--- src/hdl/bcm_pkg.sv ---
// ----------------------------------------------------------------------------
// bcm_pkg
// Constants and shared request/response types for the moments unit.
// ----------------------------------------------------------------------------
`default_nettype none

package bcm_pkg;

	localparam int SAMPLE_DEPTH = 1024;
	localparam int ADDR_W       = $clog2(SAMPLE_DEPTH);
	localparam int CNT_W        = ADDR_W + 1;
	localparam int DIV_STEPS    = 80;
	localparam int DIV_CNT_W    = $clog2(DIV_STEPS);
	localparam logic [31:0] MASS_RESET = 32'h0001_0000;

	// shared multiplier request and response
	typedef struct packed {
		logic        start;
		logic [63:0] a;
		logic [63:0] b;
	} bcm_mul_req_t;

	typedef struct packed {
		logic         done;
		logic [127:0] prod;
	} bcm_mul_rsp_t;

	// shared divider request and response
	typedef struct packed {
		logic        start;
		logic [63:0] num;
		logic [63:0] den;
	} bcm_div_req_t;

	typedef struct packed {
		logic        done;
		logic [63:0] quot;
		logic        over;
	} bcm_div_rsp_t;

endpackage

`default_nettype wire

--- src/hdl/bcm_mul.sv ---
// ----------------------------------------------------------------------------
// bcm_mul
// 64x64 multiplier built from one 32x32 partial product per cycle.
// ----------------------------------------------------------------------------
`default_nettype none

module bcm_mul (
	input  wire logic                  clk,
	input  wire logic                  arst_n,
	input  wire bcm_pkg::bcm_mul_req_t req,
	output bcm_pkg::bcm_mul_rsp_t      rsp
);

	logic [63:0]  a_q;
	logic [63:0]  b_q;
	logic [127:0] acc_q;
	logic [63:0]  prod_q;
	logic [1:0]   sh_q;
	logic         pv_q;
	logic [2:0]   step_q;
	logic         busy_q;
	logic         done_q;

	logic [31:0]  a_half;
	logic [31:0]  b_half;
	logic [127:0] addend;

	// partial product operand select
	always_comb begin
		a_half = step_q[1] ? a_q[63:32] : a_q[31:0];
		b_half = step_q[0] ? b_q[63:32] : b_q[31:0];
		case (sh_q)
			2'd0:    addend = {64'd0, prod_q};
			2'd1:    addend = {32'd0, prod_q, 32'd0};
			default: addend = {prod_q, 64'd0};
		endcase
	end

	// one partial product per cycle, accumulated in the following cycle
	always_ff @(posedge clk or negedge arst_n) begin
		if (!arst_n) begin
			busy_q <= 1'b0;
			done_q <= 1'b0;
			pv_q   <= 1'b0;
			step_q <= '0;
		end else begin
			done_q <= 1'b0;
			if (req.start) begin
				busy_q <= 1'b1;
				step_q <= '0;
				pv_q   <= 1'b0;
			end else if (busy_q) begin
				pv_q <= (step_q != 3'd4);
				if (step_q == 3'd4) begin
					busy_q <= 1'b0;
					done_q <= 1'b1;
				end else begin
					step_q <= step_q + 3'd1;
				end
			end
		end
	end

	// datapath registers
	always_ff @(posedge clk) begin
		if (req.start) begin
			a_q   <= req.a;
			b_q   <= req.b;
			acc_q <= '0;
		end else if (busy_q) begin
			prod_q <= {32'd0, a_half} * {32'd0, b_half};
			sh_q   <= {1'b0, step_q[1]} + {1'b0, step_q[0]};
			if (pv_q) begin
				acc_q <= acc_q + addend;
			end
		end
	end

	assign rsp.done = done_q;
	assign rsp.prod = acc_q;

endmodule

`default_nettype wire

--- config.mk ---
export PLATFORM = sky130hd
export DESIGN_NAME = bcm_mul
export DESIGN_NICKNAME = d
export VERILOG_FILES = /design/src/hdl/bcm_pkg.sv /design/src/hdl/bcm_mul.sv
export SDC_FILE = /design/constraint.sdc
export NUM_CORES = 2
export LEC_CHECK = 0
export BUFFER_PORTS_ARGS = -buffer_cell sky130_fd_sc_hd__buf_4
export CAP_MARGIN = 10
export CORE_ASPECT_RATIO = 0.8
export CORE_UTILIZATION = 45
export CTS_CLUSTER_DIAMETER = 150
export DETAILED_ROUTE_END_ITERATION = 8
export SETUP_SLACK_MARGIN = 0.05
export SLEW_MARGIN = 10
export SYNTH_ARGS = -nofsm -noshare
export SYNTH_HDL_FRONTEND = slang
export SYNTH_SLANG_ARGS = --single-unit
--- constraint.sdc ---
create_clock -name clk -period 18.98 [get_ports clk]
set_input_delay 1.898 -clock clk [delete_from_list [all_inputs] [get_ports clk]]
set_output_delay 1.898 -clock clk [all_outputs]
set_load 0.005 [all_outputs]
### Word level (Yosys, flattened, before mapping)

Index checks and enable logic that the tools add are counted.

* $add $sub $neg: 3
* multipliers: 1
* equality and inequality tests: 4
* muxes and demuxes: 14
* bitwise gates (word level): 1
* reduce and logical (&&, ||, !) cells: 5

Operator list (count)
* $pmux 128 s2: 1
* $add 128x128->128: 1
* $mul 32x32->64: 1
* $mux 32: 2
* $mux 3: 3
* $mux 1: 8
* $reduce_and 2->1: 3
* $add 3x1->3 const B: 1
* $eq 3x3->1 const B: 1
* $ne 3x3->1 const B: 1
* $add 1x1->2: 1
* $eq 2x1->1 const B: 1
* $logic_not 2->1: 1
* $ne 2x2->1 const B: 1
* $reduce_bool 2->1: 1
* $not 1->1: 1

* bits in registers: 328
* output and inout bits: 129
* logic and storage cells: 37

### Depth between registers and ports, before layout

* depth after elaboration: 4
* gate-level depth with buffers: 35
* depth with buffers taken out: 30

### Worst setup path before layout

No wires, ideal clock.

* path type: reg2reg
* start point: register step_q[1]
* end point: register prod_q[63], data pin
* library setup time: 260 ps
* arrival time: 8635 ps
* data required time: 18720 ps
* path slack: 10085 ps
* stages on the path, launching flop included: 31
* path buffers: 4
* clock period less this slack: 8895 ps
* path through: dfrtp_1 -> clkbuf_1 -> clkbuf_1 -> buf_1 -> mux2i_1 -> clkbuf_1 -> nor2_1 -> fa_1 -> inv_1 -> fa_1 -> fa_1 -> fa_1 -> inv_1 -> fa_1 -> fa_1 -> fa_1 -> inv_1 -> fa_1 -> inv_1 -> ha_1 -> and3_1 -> and2_1 -> a221oi_1 -> or4_1 -> or4_1 -> nand3_1 -> o31a_2 -> a31oi_2 -> o31ai_1 -> a21oi_1 -> xnor2_1

* word-level cells in the longest chain between the ends: 2

Ends and longest elaborated chain
* start: declaration: RTL line bcm_mul.sv:20 `logic [2:0] step_q;`
* start signal: assignment: RTL line bcm_mul.sv:58 `step_q <= step_q + 3'd1;`
* $mux 32: RTL line bcm_mul.sv:30 `a_half = step_q[1] ? a_q[63:32] : a_q[31:0];`
* $mul 32x32->64: RTL line bcm_mul.sv:71 `prod_q <= {32'd0, a_half} * {32'd0, b_half};`
* end signal: assignment: RTL line bcm_mul.sv:71
* end: declaration: RTL line bcm_mul.sv:17 `logic [63:0] prod_q;`

Every way passes these cells.
A chain may end at the register's enable or synchronous reset.

### Worst setup path in the final report

* start point: register step_q[1]
* end point: register prod_q[58], data pin

The elaborated chain is that of the path after synthesis.

==> summary.txt <==
Outcome
  • Status: completed

Cells and area
  • Area Overhead vs Synth: 9.29%
  • Fraction of layout cells with a size suffix above 1: 0.0884
  • # nets final: 7578

Floorplan
  • Die width: 386 um
  • Io pins: 260
  • Site Rows: 112
  • Die area: 120000 um2
  • Initial Util: 0.455
  • Die Height: 309 um
  • Core area: 117000 um2

GRT
  • Grt ovf: 0
  • GR Util All Layers: 0.329
  • Largest net degree at the start of global routing: 130
  • First-pass GRT wire length: 288000 um
  • Antenna violations before repair: 6
  • Number of global-route vias before repair: 44500

Setup path
  • Crit start category: register
  • CP Max Fanout: 39
  • Critical path class: reg2reg
  • Crit path max-delay cell type: mux2i_4
  • Critical path's top delay family: adder cells
  • Delay of the slowest cell on the worst path: 0.99 ns
  • CP arrival: 10.81 ns
  • Critical Path End Type: register
  • WP data required: 19.34 ns
  • CP Buf/Inv Count: 6
  • Most used cell along the critical path: fa_1

Placed design
  • Post-DP HPWL: 154000 um
  • GP Congestion: 1.02
  • PortBufs: 259

Detailed routing
  • First DRT Iteration DRCs: 4648
  • Via count: 44900
  • DRT antenna net count: 0
  • Routed vias/inst: 5.81
  • Average wire per standard cell: 25.4 um
  • Post-Route WL: 196000 um
  • DR pass1 iterations: 6
  • Remaining DRCs: 0

CTS
  • Clock Latency Late Sink: 0.63 ns
  • Clock transition at path regs: 0.06 ns
  • Clk sinks: 328
  • CTS resizes: 0
  • Post-CTS Setup Bufs: 0
  • Clock buffer depth: 3
  • CTS Hold Bufs: 0
  • CTS tree: done
  • CTS Buf Count: 39
  • CTS root buffer: clkbuf_16
  • H-tree depth: 2

Synth
  • YS warnings: 0
  • Synth top area cells: fa_1 (34%), edfxtp_1 (11%), ha_1 (9.2%)
  • Count leader, synth: inv_1
  • Post-synth top cells: inv_1 (935), fa_1 (897), nand2_1 (867), nor2_1 (764), ha_1 (392)
  • Cell taking the most area after synthesis: fa_1
  • Avg Cell Area, Syn: 8.75 um2
  • Synth cell types: 84
  • Post-synth EDFFs: 194
  • Most used DFF post-synth: edfxtp_1
  • Mapped Area: 53200 um2
  • Gate count of the mapped netlist: 6077
  • Mapped Nets: 7497
  • Synthesized flop and latch total: 328
  • Top cell type's share of synthesized area: 0.338
  • Asr flop ratio synth: 0.0183
  • Post-synthesis sequential area ratio: 0.161

STA
  • RSZ-0062 raised after global routing: false
  • Fmax: 95.7 MHz
  • Skew final: 0.0439 ns
  • Final min period: 10.45 ns
  • Period utilization: 0.550
  • Slew HR: 0.209
  • Setup violators final: 0
  • Tightest Pin Transition: 1.16 ns
  • Final slew viol count: 0
  • TNS Setup: 0 ns
  • Final Hold Fails: 0

Min path
  • Worst Hold Class: reg2reg

Job
  • Number of max-cap violations: 0
[kinds of logic (layout without fill, tap and decap cells)]
logic type	after synthesis	count (layout)	share of synthesized area
multiplexers	167	167	0.0330
other	0	1	0
adder cells (fa/ha/maj)	1289	1289	0.430
XOR/XNOR	169	169	0.0278
AO/OA/AOI/OAI	915	915	0.106
buffers and inverters	1237	1348	0.0887
flip-flops	328	328	0.161
AND/OR/NAND/NOR	1972	1972	0.154
[final timing paths]
| check | from | end | slack, ns | depth (start not counted) |
|---|---|---|---|---|
| setup / recovery | step_q[1] | prod_q[58] | 8.53 | 28 |
| hold / removal | acc_q[55] | acc_q[55] | 0.48 | 2 |
| setup reg to reg | step_q[1] | prod_q[58] | 8.53 | 28 |
| hold reg to reg | acc_q[55] | acc_q[55] | 0.48 | 2 |
| max in group asynchronous | arst_n | step_q[0] | 17.72 | 1 |
| min in group asynchronous | arst_n | done_q | 1.09 | 1 |
[worst min-delay path, stage by stage (launching register included)]
cell and delay [ns]:
dfxtp_1 0.32, nand2_1 0.06, a21oi_1 0.05
[final cells by class]
| cell class | count | area [um2] |
|---|---|---|
| fill | 11200 | 58800 |
| multi-input combinational | 4512 | 40200 |
| sequential | 328 | 8550 |
| inverter | 936 | 3510 |
| timing repair buffer | 341 | 2580 |
| tap | 1539 | 1930 |
| clock buffer | 43 | 1010 |
| clock inverter | 28 | 308 |
| antenna | 1 | 2.50 |
[cell usage in the layout, fill, tap and decap left out, types with 13 or more instances in the layout]
| master | count |
|---|---|
| inv_1 | 935 |
| fa_1 | 897 |
| nand2_1 | 866 |
| nor2_1 | 762 |
| ha_1 | 392 |
| buf_4 | 339 |
| a21oi_1 | 335 |
| edfxtp_1 | 194 |
| o21ai_0 | 190 |
| dfxtp_1 | 128 |
| a21o_1 | 108 |
| xnor2_1 | 98 |
| nand4_1 | 74 |
| xor2_1 | 71 |
| and2_1 | 70 |
| mux2_2 | 56 |
| mux2i_1 | 56 |
| o21bai_1 | 51 |
| nor3_1 | 46 |
| nand3_1 | 40 |
| clkbuf_16 | 40 |
| mux2i_2 | 33 |
| a31oi_1 | 30 |
| o21ai_1 | 28 |
| o21a_1 | 23 |
| nor4_1 | 20 |
| and3_1 | 17 |
| o31ai_1 | 16 |
| nor2b_1 | 16 |
| mux2i_4 | 13 |
| nand2b_1 | 13 |
| o211ai_1 | 13 |
| a21boi_0 | 13 |
| or3_1 | 13 |
[routing by layer]
layer | part of all wire | track usage
met1 | 0.42 | 0.464
met4 | 0.038 | 0.113
met5 | 0.00029 | 0.00362
met2 | 0.42 | 0.478
met3 | 0.12 | 0.0965
[metrics by stage]
| step | hold slack, ns | std cells | util | worst slack (ns) | cell area, um2 |
|---|---|---|---|---|---|
| finish | 0.479 | 7728 | 0.497 | 8.53 | 58100 |
| global route | 0.508 | 7727 | 0.497 | 8.15 | 58100 |
| CTS | 0.479 | 7727 | 0.497 | 8.62 | 58100 |
| detailed placement | 0.471 | 7656 | 0.486 | 8.65 | 56800 |
| global placement | 0.463 | 7656 | 0.486 | 8.80 | 56800 |
| floorplan | 0.459 | 6077 | - | 10.09 | 53200 |
[registers in the layout, summed over array words and instances, names as in the netlist]
name / flops
sh_q: 2
b_q: 64
prod_q: 64
done_q: 1
step_q: 3
pv_q: 1
busy_q: 1
a_q: 64
acc_q: 128
Power is left out: the tool's default activity adds up to more than one toggle a clock period on the data nets, which glitch-free logic cannot reach.
