`src/hdl/bcm_pkg.sv`:
```
// ----------------------------------------------------------------------------
// bcm_pkg
// Constants and shared request/response types for the moments unit.
// ----------------------------------------------------------------------------
`default_nettype none

package bcm_pkg;

	localparam int SAMPLE_DEPTH = 1024;
	localparam int ADDR_W       = $clog2(SAMPLE_DEPTH);
	localparam int CNT_W        = ADDR_W + 1;
	localparam int DIV_STEPS    = 80;
	localparam int DIV_CNT_W    = $clog2(DIV_STEPS);
	localparam logic [31:0] MASS_RESET = 32'h0001_0000;

	// shared multiplier request and response
	typedef struct packed {
		logic        start;
		logic [63:0] a;
		logic [63:0] b;
	} bcm_mul_req_t;

	typedef struct packed {
		logic         done;
		logic [127:0] prod;
	} bcm_mul_rsp_t;

	// shared divider request and response
	typedef struct packed {
		logic        start;
		logic [63:0] num;
		logic [63:0] den;
	} bcm_div_req_t;

	typedef struct packed {
		logic        done;
		logic [63:0] quot;
		logic        over;
	} bcm_div_rsp_t;

endpackage

`default_nettype wire

```
`src/hdl/bcm_div.sv`:
```
// ----------------------------------------------------------------------------
// bcm_div
// Restoring divider, floor(num * 2^16 / den), one quotient bit per cycle.
// ----------------------------------------------------------------------------
`default_nettype none

module bcm_div (
	input  wire logic                  clk,
	input  wire logic                  arst_n,
	input  wire bcm_pkg::bcm_div_req_t req,
	output bcm_pkg::bcm_div_rsp_t      rsp
);

	logic [63:0] num_q;
	logic [63:0] den_q;
	logic [63:0] r_q;
	logic [63:0] q_q;
	logic        over_q;
	logic [bcm_pkg::DIV_CNT_W-1:0] cnt_q;
	logic        busy_q;
	logic        done_q;

	logic        in_bit;
	logic [64:0] r_shift;
	logic        take;

	// one restoring step
	always_comb begin
		in_bit  = (cnt_q >= bcm_pkg::DIV_CNT_W'(16)) ? num_q[63] : 1'b0;
		r_shift = {r_q, in_bit};
		take    = r_q[63] || (r_shift >= {1'b0, den_q});
	end

	// step control
	always_ff @(posedge clk or negedge arst_n) begin
		if (!arst_n) begin
			busy_q <= 1'b0;
			done_q <= 1'b0;
			cnt_q  <= '0;
		end else begin
			done_q <= 1'b0;
			if (req.start) begin
				busy_q <= 1'b1;
				cnt_q  <= bcm_pkg::DIV_CNT_W'(bcm_pkg::DIV_STEPS - 1);
			end else if (busy_q) begin
				if (cnt_q == '0) begin
					busy_q <= 1'b0;
					done_q <= 1'b1;
				end else begin
					cnt_q <= cnt_q - bcm_pkg::DIV_CNT_W'(1);
				end
			end
		end
	end

	// remainder and quotient
	always_ff @(posedge clk) begin
		if (req.start) begin
			num_q  <= req.num;
			den_q  <= req.den;
			r_q    <= '0;
			q_q    <= '0;
			over_q <= 1'b0;
		end else if (busy_q) begin
			num_q  <= {num_q[62:0], 1'b0};
			r_q    <= take ? (r_shift[63:0] - den_q) : r_shift[63:0];
			q_q    <= {q_q[62:0], take};
			over_q <= over_q | q_q[63];
		end
	end

	assign rsp.done = done_q;
	assign rsp.quot = q_q;
	assign rsp.over = over_q;

endmodule

`default_nettype wire

```
`config.mk`:
```
export PLATFORM = sky130hd
export DESIGN_NAME = bcm_div
export DESIGN_NICKNAME = d
export VERILOG_FILES = /design/src/hdl/bcm_pkg.sv /design/src/hdl/bcm_div.sv
export SDC_FILE = /design/constraint.sdc
export NUM_CORES = 1
export LEC_CHECK = 0
export BUFFER_PORTS_ARGS = -buffer_cell sky130_fd_sc_hd__buf_2
export CORE_MARGIN = 4
export CORE_UTILIZATION = 58
export CTS_CLUSTER_DIAMETER = 60
export DETAILED_ROUTE_END_ITERATION = 12
export PLACE_DENSITY = 0.8
export SETUP_SLACK_MARGIN = 0.1
export SYNTH_ARGS = -nofsm -noshare
export SYNTH_HDL_FRONTEND = slang
export SYNTH_SLANG_ARGS = --single-unit
```
`constraint.sdc`:
```
create_clock -name clk -period 3.85 [get_ports clk]
set_clock_uncertainty 0.2 [all_clocks]
set_input_delay 0.1925 -clock clk [delete_from_list [all_inputs] [get_ports clk]]
set_output_delay 0.1925 -clock clk [all_outputs]
set_load 0.1 [all_outputs]
```
### After elaboration in Yosys (flattened, before gate mapping)

Index checks and enable logic that the tools add are counted.

| storage, ports and cells | value |
|---|---|
| logic and storage cells | 31 |
| output and inout bits | 66 |
| flip-flop bits (word level) | 266 |

| cells by class | value |
|---|---|
| equality and inequality tests | 1 |
| order comparisons | 2 |
| reductions and logical operators | 4 |
| add/sub/neg operators | 2 |
| bitwise logic cells | 1 |
| mux-type cells | 13 |

Operators with widths:

| operator | count |
|---|---|
| two-way mux 64 bit | 3 |
| greater-or-equal comparator 65 x 64 -> 1 bit | 1 |
| subtractor 64 bit | 1 |
| two-way mux 7 bit | 3 |
| greater-or-equal comparator 7 x 5 -> 1 bit (second input constant) | 1 |
| zero test 7 bit | 1 |
| two-way mux 1 bit | 7 |
| subtractor 7 x 1 -> 7 bit (second input constant) | 1 |
| inequality test 2 bit (second input constant) | 1 |
| AND reduction 2 bit | 1 |
| nonzero test 2 bit | 1 |
| logical OR 1 bit | 1 |
| OR 1 bit | 1 |

### Logic depth before layout (Yosys ltp)

Gate-level depths: netlist of the first run.

| logic depth | value |
|---|---|
| depth in word-level cells | 5 |
| gate-level depth with buffers | 15 |
| depth with buffers taken out | 13 |

### Least setup slack after synthesis of the first run

No wires, ideal clock.

| timing path | value |
|---|---|
| path kind | reg-to-reg |
| from | register cnt_q[4] in the netlist's numbering |
| to | register r_q[58] |
| path slack | 0.529 ns |
| required time | 3.523 ns |
| cell stages (with the launch flop) | 14 |
| path buffers | 0 |
| library setup time | 0.127 ns |
| period minus slack after synthesis | 3.321 ns |
| arrival time | 2.994 ns |
| cells stage by stage | dfrtp_1 > o31ai_1 > ha_1 > fa_1 > nor2b_1 > o31ai_1 > a211oi_1 > nor3_2 > a221o_1 > a211oi_1 > o31ai_1 > a21o_1 > a21oi_1 > or3_1 |

| on the way | value |
|---|---|
| word-level cells in the longest chain between the ends | 5 |
| elaborated cells between the ends (all ways) | 6 |
| classes of those cells | add/sub (1); order compare (2); mux (2); reduce/logical (1) |

RTL lines:

| what | RTL line | RTL |
|---|---|---|
| start, declared | bcm_div.sv:19 | `logic [bcm_pkg::DIV_CNT_W-1:0] cnt_q;` |
| start signal, assigned | bcm_div.sv:44 | `cnt_q <= bcm_pkg::DIV_CNT_W'(bcm_pkg::DIV_STEPS - 1);` |
| start signal, assigned | bcm_div.sv:50 | `cnt_q <= cnt_q - bcm_pkg::DIV_CNT_W'(1);` |
| greater-or-equal comparator 7 x 5 -> 1 bit * | bcm_div.sv:29 | `in_bit = (cnt_q >= bcm_pkg::DIV_CNT_W'(16)) ? num_q[63] : 1'b0;` |
| two-way mux 1 bit * | bcm_div.sv:29 |  |
| greater-or-equal comparator 65 x 64 -> 1 bit | bcm_div.sv:31 | `take = r_q[63] \|\| (r_shift >= {1'b0, den_q});` |
| logical OR 1 bit | bcm_div.sv:31 |  |
| two-way mux 64 bit * | bcm_div.sv:66 | `r_q <= take ? (r_shift[63:0] - den_q) : r_shift[63:0];` |
| end signal, assigned | bcm_div.sv:66 |  |
| end, declared | bcm_div.sv:16 | `logic [63:0] r_q;` |

Every way passes the cells marked *; elsewhere a longest branch is shown, timed or not.
A chain may end at the register's enable or synchronous reset.

### Worst setup path after layout of the first run

| timing path | value |
|---|---|
| from | register cnt_q[4] in the netlist's numbering |
| to | register r_q[52] |

Same word-level chain as after synthesis.

==> results of run 1 <==
==> cell usage after synthesis (10+ instances only) <==
master	count	area share
xnor2_1	26	0.016
and3_1	11	0.0048
a21o_1	32	0.017
clkbuf_1	57	0.015
o21ai_0	49	0.017
mux2_2	63	0.049
edfxtp_1	128	0.27
xor2_1	34	0.021
nor3_1	27	0.0094
inv_1	85	0.022
nand2_1	93	0.024
nand4_1	21	0.0091
dfxtp_1	129	0.18
a211oi_1	61	0.032
nand2b_1	12	0.0052
ha_1	66	0.057
buf_1	10	0.0026
nand3_1	11	0.0038
nor2_1	175	0.045
mux2i_1	110	0.076
o21bai_1	12	0.0062
a21oi_1	84	0.029
o31ai_1	11	0.0057
o21ai_1	12	0.0042
==> per-stage QoR <==
step	hold WS, ns	cell area, µm²	util	power [mW]
6_report	0.145	18000	0.738	11.3
3_3_place_gp	-0.148	15600	0.641	8.06
3_5_place_dp	-0.143	15600	0.641	8.16
4_1_cts	0.122	17900	0.736	11.2
5_1_grt	0.140	18000	0.738	12.0
2_1_floorplan	-0.303	14400	-	7.25
==> what timing repair did <==
item	4_1_cts	5_1_grt
setup endpoints to repair	1	60
endpoints found under the hold margin	151	0
pin swaps	0	1
gates resized for setup	2	14
hold buffers	131	0
==> registers in the layout (all words and copies together) (netlist names) <==
register  count
num_q        64
busy_q        1
den_q        64
cnt_q         7
done_q        1
over_q        1
r_q          64
q_q          64
==> how the worst min path moves through the flow <==
| stage | depth (start not counted) | slack (ns) | end | startpoint |
|---|---|---|---|---|
| 2_1_floorplan | 0 | -0.30 | busy_q | arst_n |
| 3_3_place_gp | 1 | -0.15 | busy_q | arst_n |
| 3_5_place_dp | 1 | -0.14 | cnt_q[0] | arst_n |
| 4_1_cts | 2 | 0.12 | den_q[43] | req[43] |
| 5_1_grt | 2 | 0.14 | den_q[26] | req[26] |
| 6_report | 2 | 0.15 | den_q[22] | req[22] |
==> kinds of logic after synthesis <==
kind of cell             count (synthesis)
AO/OA/AOI/OAI                          318
adder cells (fa/ha/maj)                 67
AND/OR/NAND/NOR                        397
XOR/XNOR                                60
multiplexers                           174
flip-flops                             266
buffers and inverters                  168
==> critical path: cells and delay by family (launching register included) <==
family                     cells  cell delay (ns)
muxes                          1             0.10
AOI/OAI and AO/OA              6             1.47
adders and majority gates      2             0.43
DFF                            1             0.46
xor gates and xnor gates       1             0.20
and+or+nand+nor                3             0.68
==> layout make-up <==
| type | instances | area, µm² | share of cell area |
|---|---|---|---|
| Inverter | 85 | 319 | 0.0177 |
| Tap cell | 324 | 405 | 0.0225 |
| Multi-Input combinational cell | 1016 | 7180 | 0.399 |
| Clock inverter | 15 | 131 | 0.00730 |
| Clock buffer | 43 | 862 | 0.0479 |
| Antenna cell | 2 | 5.00 | 0.000278 |
| Sequential cell | 266 | 6660 | 0.370 |
| Timing Repair Buffer | 342 | 2440 | 0.136 |
==> power by group through the flow <==
stage               logic, mW  registers, mW  clock network (mW)
floorplan                3.52           3.73                   0
global placement         4.33           3.72                   0
detailed placement       4.42           3.74                   0
CTS                      4.58           3.69                2.88
global route             5.21           3.76                3.04
finish                   4.72           3.71                2.88
==> per-layer routing <==
metal | GRT usage | wire length [µm] | vias to the layer above
met5 | 0 | 0 | -
met4 | 0.0968 | 1470 | 0
met3 | 0.0471 | 2270 | 115
met2 | 0.435 | 17500 | 468
met1 | 0.330 | 15400 | 5630
li1 | - | - | 5808
==> impl_metrics.csv, run 1 <==
group,metric,value,unit
clock_tree,clkSlewWorstSetupHoldPaths,0.07,ns
critical_path,path_max_fanout,4,
critical_path,start_kind,"flop",
detailed_routing,drc,0,
layout,final_cell_mix,"195 x buf_2, 175 x nor2_1, 131 x dlygate4sd3_1, 129 x dfxtp_1, 128 x edfxtp_1",
critical_path,crit_slowest_cell,"dfrtp_1",
sta,fin_crit_sh,0.946,
yosys,ys_seq_area_frac,0.460,
pwr,swShare,0.375,
yosys,synth_compound_area_frac,0.144,
yosys,synthXorXnorAreaFrac,0.0364,
pwr,p_leak,8.22,nW
floorplanning,die_area,27500,µm²
clock_tree,postCtsSetupRepairBufs,0,
yosys,synth_top_family_by_area,"compound AO/OA/AOI/OAI gates",
layout,layout.nets,1940,
yosys,postSynthNetCount,1648,
placement,dpl.hpwl,23.2,mm
global_routing,antenna_found_initial,1,
pwr,p_sw,4.23,mW
sta,timing.final.ws_setup,0.206,ns
yosys,synth_area,14400,µm²
floorplanning,rows,57,
yosys,synth_edf_count,128,
sta,maxSlewHeadroom,0.308,
global_routing,grt_pass1_vias,12300,
yosys,synth_seq_cells,266,
yosys,synth-async-reset-ratio,0.0338,
floorplanning,dieWidth,166,µm
detailed_routing,wl_per_cell,17.5,µm
global_routing,grt_pass1_wl,60.3,mm
critical_path,critical_path.max_stage_delay,0.46,ns
hold_path,hp-class,"primary input to flop",
sta,worstMarginPinSlew,1.04,ns
pwr,max-vdd-ir-drop,0.416,mV
placement,gp_congestion,0.943,
detailed_routing,firstDrtPassIters,7,
sta,post-route-min-period,3.64,ns
clock_tree,cts.path.max_buffers,3,
layout,nFillCells,1719,
clock_tree,cts.sinks,266,
critical_path,worst_r2r_startpoint,"cnt_q[4]",
sta,setup_viol,0,
placement,io_buffers,196,
critical_path,crit_arrival,3.90,ns
critical_path,worstReg2RegEnd,"r_q[52]",
sta,fin_setup_tns,0,ns
global_routing,grt_start_max_net_pins,98,
pwr,clkPwrFrac,0.255,
yosys,synth.avg_cell_area,9.96,µm²
pwr,p_seq_frac,0.328,
critical_path,critical_path.cell_chain,"o31ai_4 -> ha_1 -> fa_1 -> nor2b_1 -> o31ai_2 -> a211oi_2 -> or3_1 -> a211o_1 -> nand2_2 -> o21ai_0 -> xor2_1 -> mux2i_1 -> a211oi_1",
yosys,synth-adder-area-share,0.0586,
global_routing,grt_overflow,0,
yosys,syn_inst,1450,
critical_path,r2r_cells,13,
critical_path,required,4.11,ns
detailed_routing,wl,36.6,mm
pwr,p_per_area,628,nW/µm²
detailed_routing,via_count,12000,
critical_path,path_class,"flop to flop",
yosys,synth-main-ff-cell,"dfxtp_1",
yosys,yosysUniqueCellTypes,73,
detailed_routing,ant_nets,0,
critical_path,endpoint,"r_q[52]",
pwr,p_int,7.07,mW
yosys,yosys.area_share.simple,0.127,
detailed_routing,drt_iter0_drc,893,
floorplanning,die_h,166,µm
run_status,status,"complete, no violations",
critical_path,r2r_setup_slack,0.21,ns
clock_tree,insertion_delay,0.56,ns
layout,instances_no_fill,2093,
pwr,combPwrFrac,0.418,
layout,final_common_cell,"buf_2",
sta,max_freq,0.274,GHz
placement,post-place-ws,0.0151,ns
yosys,synth_mux_area_frac,0.126,
critical_path,cp-startpoint,"cnt_q[4]",
run,cap_violations,0,
placement,place_inst,1902,
floorplanning,io_pins,197,
clock_tree,cts_buffers,31,
sta,hold_violations,0,
clock_tree,htree_levels,1,
layout,area_growth_syn_to_layout,24.6,%
global_routing,grt_usage,0.257,
floorplanning,start_util,0.592,
clock_tree,cts_tree,"yes",
detailed_routing,viasPerCell,5.74,
critical_path,end_kind,"flop",
yosys,yosysWarnings,0,
sta,maxSlewViolCount,0,
clock_tree,clockRootBuffer,"clkbuf_16",
layout,drive_gt1_frac,0.199,
floorplanning,core_area,24400,µm²
sta,rsz0062_at_grt,"yes",
No activity file was read; power rests on OpenSTA's default activity.
==> run 2: changes to the inputs <==
--- a/config.mk
+++ b/config.mk
@@ -7,10 +7,9 @@
 export LEC_CHECK = 0
 export BUFFER_PORTS_ARGS = -buffer_cell sky130_fd_sc_hd__buf_2
 export CORE_MARGIN = 4
-export CORE_UTILIZATION = 58
+export CORE_UTILIZATION = 40
 export CTS_CLUSTER_DIAMETER = 60
 export DETAILED_ROUTE_END_ITERATION = 12
-export PLACE_DENSITY = 0.8
 export SETUP_SLACK_MARGIN = 0.1
 export SYNTH_ARGS = -nofsm -noshare
 export SYNTH_HDL_FRONTEND = slang
==> impl_metrics.csv, run 2 (synthesized netlist as in run 1, its figures left out) <==
group,metric,value,unit
critical_path,critPathTopFamily,"compound AO/OA/AOI/OAI gates",
floorplanning,core_area,35600,µm²
sta,worstMarginPinSlew,0.917,ns
layout,nFillCells,3305,
detailed_routing,ant_nets,0,
placement,gp_congestion,0.905,
clock_tree,clkSlewWorstSetupHoldPaths,0.06,ns
detailed_routing,wl,35.9,mm
pwr,p_sw,4.23,mW
layout,instances_no_fill,2237,
sta,maxSlewViolCount,0,
detailed_routing,firstDrtPassIters,5,
critical_path,path_class,"flop to flop",
global_routing,grt_pass1_wl,58.6,mm
pwr,p_seq_frac,0.320,
layout,area_growth_syn_to_layout,27.0,%
floorplanning,rows,69,
detailed_routing,drt_iter0_drc,649,
critical_path,required,4.08,ns
run,cap_violations,0,
layout,drive_gt1_frac,0.203,
pwr,p_int,7.34,mW
critical_path,crit_slowest_cell,"dfrtp_1",
global_routing,grt_usage,0.180,
floorplanning,io_pins,197,
detailed_routing,viasPerCell,5.20,
floorplanning,dieWidth,198,µm
sta,fin_crit_sh,0.927,
pwr,p_leak,8.29,nW
sta,setup_viol,0,
floorplanning,start_util,0.406,
floorplanning,die_h,198,µm
placement,post-place-ws,0.111,ns
clock_tree,cts.path.max_buffers,3,
pwr,combPwrFrac,0.409,
sta,hold_ws,0.177,ns
clock_tree,cts_tree,"yes",
clock_tree,insertion_delay,0.53,ns
detailed_routing,drc,0,
clock_tree,cts.sinks,266,
layout,final_cell_mix,"195 x buf_2, 175 x nor2_1, 131 x dlygate4sd3_1, 129 x dfxtp_1, 128 x edfxtp_1",
placement,io_buffers,196,
global_routing,grt_start_max_net_pins,156,
sta,maxSlewHeadroom,0.388,
floorplanning,die_area,39200,µm²
critical_path,start_kind,"flop",
placement,place_inst,2037,
global_routing,antenna_found_initial,1,
global_routing,grt_pass1_vias,11500,
critical_path,critical_path.max_stage_delay,0.42,ns
sta,fin_setup_tns,0,ns
layout,final_common_cell,"buf_2",
clock_tree,cts_buffers,35,
critical_path,path_max_fanout,3,
sta,rsz0062_at_grt,"no",
pwr,max-vdd-ir-drop,0.472,mV
detailed_routing,via_count,11600,
pwr,swShare,0.365,
clock_tree,htree_levels,2,
pwr,p_per_area,631,nW/µm²
critical_path,crit_arrival,3.80,ns
global_routing,grt_overflow,0,
detailed_routing,wl_per_cell,16.1,µm
run_status,status,"complete, no violations",
layout,layout.nets,1945,
placement,dpl.hpwl,24.6,mm
hold_path,hp-class,"primary input to flop",
sta,post-route-min-period,3.57,ns
pwr,clkPwrFrac,0.272,
sta,timing.final.ws_setup,0.282,ns
sta,hold_violations,0,
critical_path,end_kind,"flop",
critical_path,critical_path.cell_chain,"o31ai_4 -> ha_2 -> fa_2 -> nor2b_1 -> o31ai_2 -> a211oi_2 -> buf_4 -> or3_4 -> a211o_4 -> nand3_2 -> and2_1 -> xnor2_1 -> mux2i_1 -> a211oi_1",
critical_path,path_buf_inv,1,
clock_tree,clockRootBuffer,"clkbuf_16",
sta,max_freq,0.280,GHz
run 2: changes by cell type in the layout (fill, tap and decap cells not counted), moves of 2 or more:
| cell | previous run | this run |
|---|---|---|
| buf_4 | 13 | 11 |
| inv_8 | 4 | 1 |
| clkbuf_16 | 32 | 35 |
| buf_12 | 2 | 5 |
| inv_6 | 2 | 6 |
run 2: timing repair:
item | in CTS | in global routing
endpoints found under the setup margin | 1 | 27
endpoints found under the hold margin | 160 | 0
gates resized for setup | 0 | 19
pin swaps | 1 | 9
buffers inserted | 0 | 3
hold buffers | 131 | 0
run 2: worst paths after layout:
| path | from | end | slack (ns) | cells past startpoint |
|---|---|---|---|---|
| min | req[30] | den_q[30] | 0.18 | 2 |
| max reg2reg | cnt_q[5] | r_q[44] | 0.28 | 14 |
| max in group asynchronous | arst_n | busy_q | 2.63 | 3 |
| max | cnt_q[5] | r_q[44] | 0.28 | 14 |
| min in group asynchronous | arst_n | cnt_q[1] | 0.49 | 3 |
| min reg2reg | over_q | over_q | 0.29 | 2 |
run 2: cell type report:
type,instances,area [µm²],area share
tap,461,577,0.0314
antenna,2,5.00,0.000273
timing repair buffer,343,2480,0.135
clock inverter,17,163,0.00886
inverter,85,319,0.0174
multi-input combinational,1016,7190,0.392
clock buffer,47,951,0.0518
sequential,266,6660,0.363
run 2: routing by layer:
layer,track usage,part of all wire,vias to the layer above
met5,0,0,-
met4,0.0581,0.024,0
met3,0.0434,0.059,50
met2,0.284,0.46,274
met1,0.245,0.46,5468
li1,-,-,5835
run 2: power groups by stage:
stage,combinational (mW),clock [mW],sequential (mW)
2_1_floorplan,3.52,0,3.73
3_3_place_gp,4.46,0,3.73
3_5_place_dp,4.51,0,3.75
4_1_cts,4.64,3.24,3.70
5_1_grt,5.25,3.36,3.76
6_report,4.73,3.14,3.70
run 2: metrics by stage:
step           total power [mW]  cell area [µm²]   util
6_report                   11.6            18400  0.516
5_1_grt                    12.4            18300  0.516
4_1_cts                    11.6            18200  0.513
3_5_place_dp               8.25            15800  0.445
3_3_place_gp               8.20            15800  0.445
2_1_floorplan              7.25            14400      -
==> run 3: changes to the inputs <==
--- a/config.mk
+++ b/config.mk
@@ -6,10 +6,14 @@
 export NUM_CORES = 1
 export LEC_CHECK = 0
 export BUFFER_PORTS_ARGS = -buffer_cell sky130_fd_sc_hd__buf_2
+export CELL_PAD_IN_SITES_DETAIL_PLACEMENT = 0
+export CELL_PAD_IN_SITES_GLOBAL_PLACEMENT = 2
 export CORE_MARGIN = 4
-export CORE_UTILIZATION = 40
+export CORE_UTILIZATION = 38
+export CTS_BUF_LIST = sky130_fd_sc_hd__clkbuf_8
 export CTS_CLUSTER_DIAMETER = 60
 export DETAILED_ROUTE_END_ITERATION = 12
+export PLACE_DENSITY_LB_ADDON = 0.1
 export SETUP_SLACK_MARGIN = 0.1
 export SYNTH_ARGS = -nofsm -noshare
 export SYNTH_HDL_FRONTEND = slang
==> impl_metrics.csv, run 3 (synthesized netlist as in run 1, its figures left out) <==
group,metric,value,unit
pwr,p_per_area,613,nW/µm²
clock_tree,clkSlewWorstSetupHoldPaths,0.06,ns
layout,final_common_cell,"buf_2",
global_routing,grt_pass1_vias,12400,
floorplanning,die_area,41200,µm²
placement,place_inst,2101,
run,cap_violations,0,
layout,nFillCells,3571,
detailed_routing,firstDrtPassIters,5,
layout,area_growth_syn_to_layout,30.9,%
critical_path,crit_arrival,3.87,ns
floorplanning,io_pins,197,
placement,gp_congestion,0.838,
sta,post-route-min-period,3.53,ns
pwr,max-vdd-ir-drop,0.337,mV
sta,hold_violations,0,
layout,final_cell_mix,"195 x buf_2, 181 x dlygate4sd3_1, 175 x nor2_1, 129 x dfxtp_1, 128 x edfxtp_1",
global_routing,grt_usage,0.193,
critical_path,crit_slowest_cell,"or3_1",
critical_path,path_max_fanout,3,
clock_tree,insertion_delay,0.63,ns
detailed_routing,drc,0,
clock_tree,cts_tree,"yes",
sta,fin_setup_tns,0,ns
critical_path,critPathTopFamily,"compound AO/OA/AOI/OAI gates",
clock_tree,cts.sinks,266,
sta,fin_crit_sh,0.918,
global_routing,antenna_found_initial,0,
clock_tree,clockRootBuffer,"clkbuf_8",
global_routing,grt_start_max_net_pins,169,
sta,maxSlewHeadroom,0.0945,
floorplanning,dieWidth,203,µm
global_routing,grt_overflow,0,
layout,instances_no_fill,2379,
global_routing,grt_pass1_wl,65.3,mm
critical_path,critical_path.cell_chain,"o31ai_2 -> ha_2 -> fa_1 -> nor2b_1 -> o31ai_2 -> a211oi_1 -> or3_1 -> a211o_1 -> nand2_1 -> o21ai_0 -> xor2_1 -> mux2i_1 -> a211oi_1",
sta,worstMarginPinSlew,1.36,ns
critical_path,start_kind,"flop",
detailed_routing,wl_per_cell,17.1,µm
hold_path,hp-class,"primary input to flop",
layout,postLayoutCoreUtil,0.503,
detailed_routing,ant_nets,0,
layout,diodes,0,
clock_tree,cts_buffers,49,
critical_path,critical_path.max_stage_delay,0.45,ns
clock_tree,htree_levels,2,
detailed_routing,drt_iter0_drc,577,
floorplanning,core_area,37600,µm²
detailed_routing,viasPerCell,5.03,
floorplanning,rows,71,
floorplanning,die_h,203,µm
run_status,status,"complete, no violations",
sta,setup_viol,0,
pwr,p_leak,8.63,nW
layout,drive_gt1_frac,0.204,
sta,max_freq,0.283,GHz
placement,dpl.hpwl,26.7,mm
clock_tree,cts.path.max_buffers,3,
critical_path,required,4.18,ns
placement,post-place-ws,0.210,ns
sta,rsz0062_at_grt,"yes",
sta,timing.final.ws_setup,0.316,ns
detailed_routing,via_count,12000,
critical_path,path_buf_inv,0,
sta,maxSlewViolCount,0,
sta,hold_ws,0.0810,ns
layout,layout.nets,2025,
detailed_routing,wl,40.7,mm
floorplanning,start_util,0.384,
critical_path,path_class,"flop to flop",
critical_path,end_kind,"flop",
placement,io_buffers,196,
[run 3: cell count changes in the layout (fill, tap and decap cells not counted), moves of 3 or more]
cell / previous run / this run
clkbuf_8: 3 / 56
dlygate4sd3_1: 131 / 181
clkbuf_16: 35 / 1
inv_1: 84 / 105
buf_4: 11 / 26
clkbuf_1: 9 / 0
inv_6: 6 / 0
clkinv_1: 1 / 4
clkinv_2: 7 / 4
[run 3: path summary, 6_finish.rpt]
kind / end / cells after the start / slack [ns] / startpoint
worst max-delay path: r_q[52] / 13 / 0.32 / cnt_q[5]
worst min register to register: over_q / 2 / 0.26 / over_q
worst max register to register: r_q[52] / 13 / 0.32 / cnt_q[5]
max in group asynchronous: busy_q / 3 / 2.73 / arst_n
worst min-delay path: den_q[49] / 2 / 0.08 / req[49]
min in group asynchronous: cnt_q[5] / 3 / 0.39 / arst_n
[run 3: per-layer routing]
metal	vias up	GRT usage	wire, µm
met1	5657	0.253	18600
met5	-	0	0
met4	0	0.0616	907
li1	6006	-	-
met3	59	0.0455	2290
met2	255	0.315	18800
[run 3: metrics by stage]
stage	total power, mW	cell area [µm²]
after floorplan	7.25	14400
after global placement	8.49	16000
after detailed placement	8.47	16000
after CTS	11.5	18800
after global routing	12.4	18900
final	11.6	18900
[run 3: report_power, final]
part | internal [mW] | switching (mW) | leakage (nW)
sequential | 3.42 | 0.288 | 2.45
combinational | 2.23 | 2.83 | 5.58
clock | 1.54 | 1.28 | 0.593
total | 7.19 | 4.40 | 8.63
[run 3: worst reg2reg max path, delay by kind of cell, from the launching register on]
family | cells | cell delay (ns)
AO/OA/AOI/OAI | 6 | 1.42
AND/OR/NAND/NOR | 3 | 0.71
adder cells (fa/ha/maj) | 2 | 0.44
flip-flops | 1 | 0.41
XOR/XNOR | 1 | 0.17
multiplexers | 1 | 0.09
[run 3: repair_timing]
action | in CTS | in global routing
endpoints found under the setup margin | 0 | 20
gates resized for setup | 0 | 7
hold endpoints to repair | 153 | 0
setup buffers | 0 | 4
hold buffers | 181 | 0
[run 3: area by class of cell]
class | instances | area [µm²] | area share
clock inverters | 36 | 251 | 0.0133
flip-flops and latches | 266 | 6660 | 0.352
clock buffers | 56 | 771 | 0.0408
inverters | 85 | 319 | 0.0169
repair buffers | 409 | 3120 | 0.165
multi-input cells | 1016 | 7140 | 0.378
well taps | 511 | 639 | 0.0338
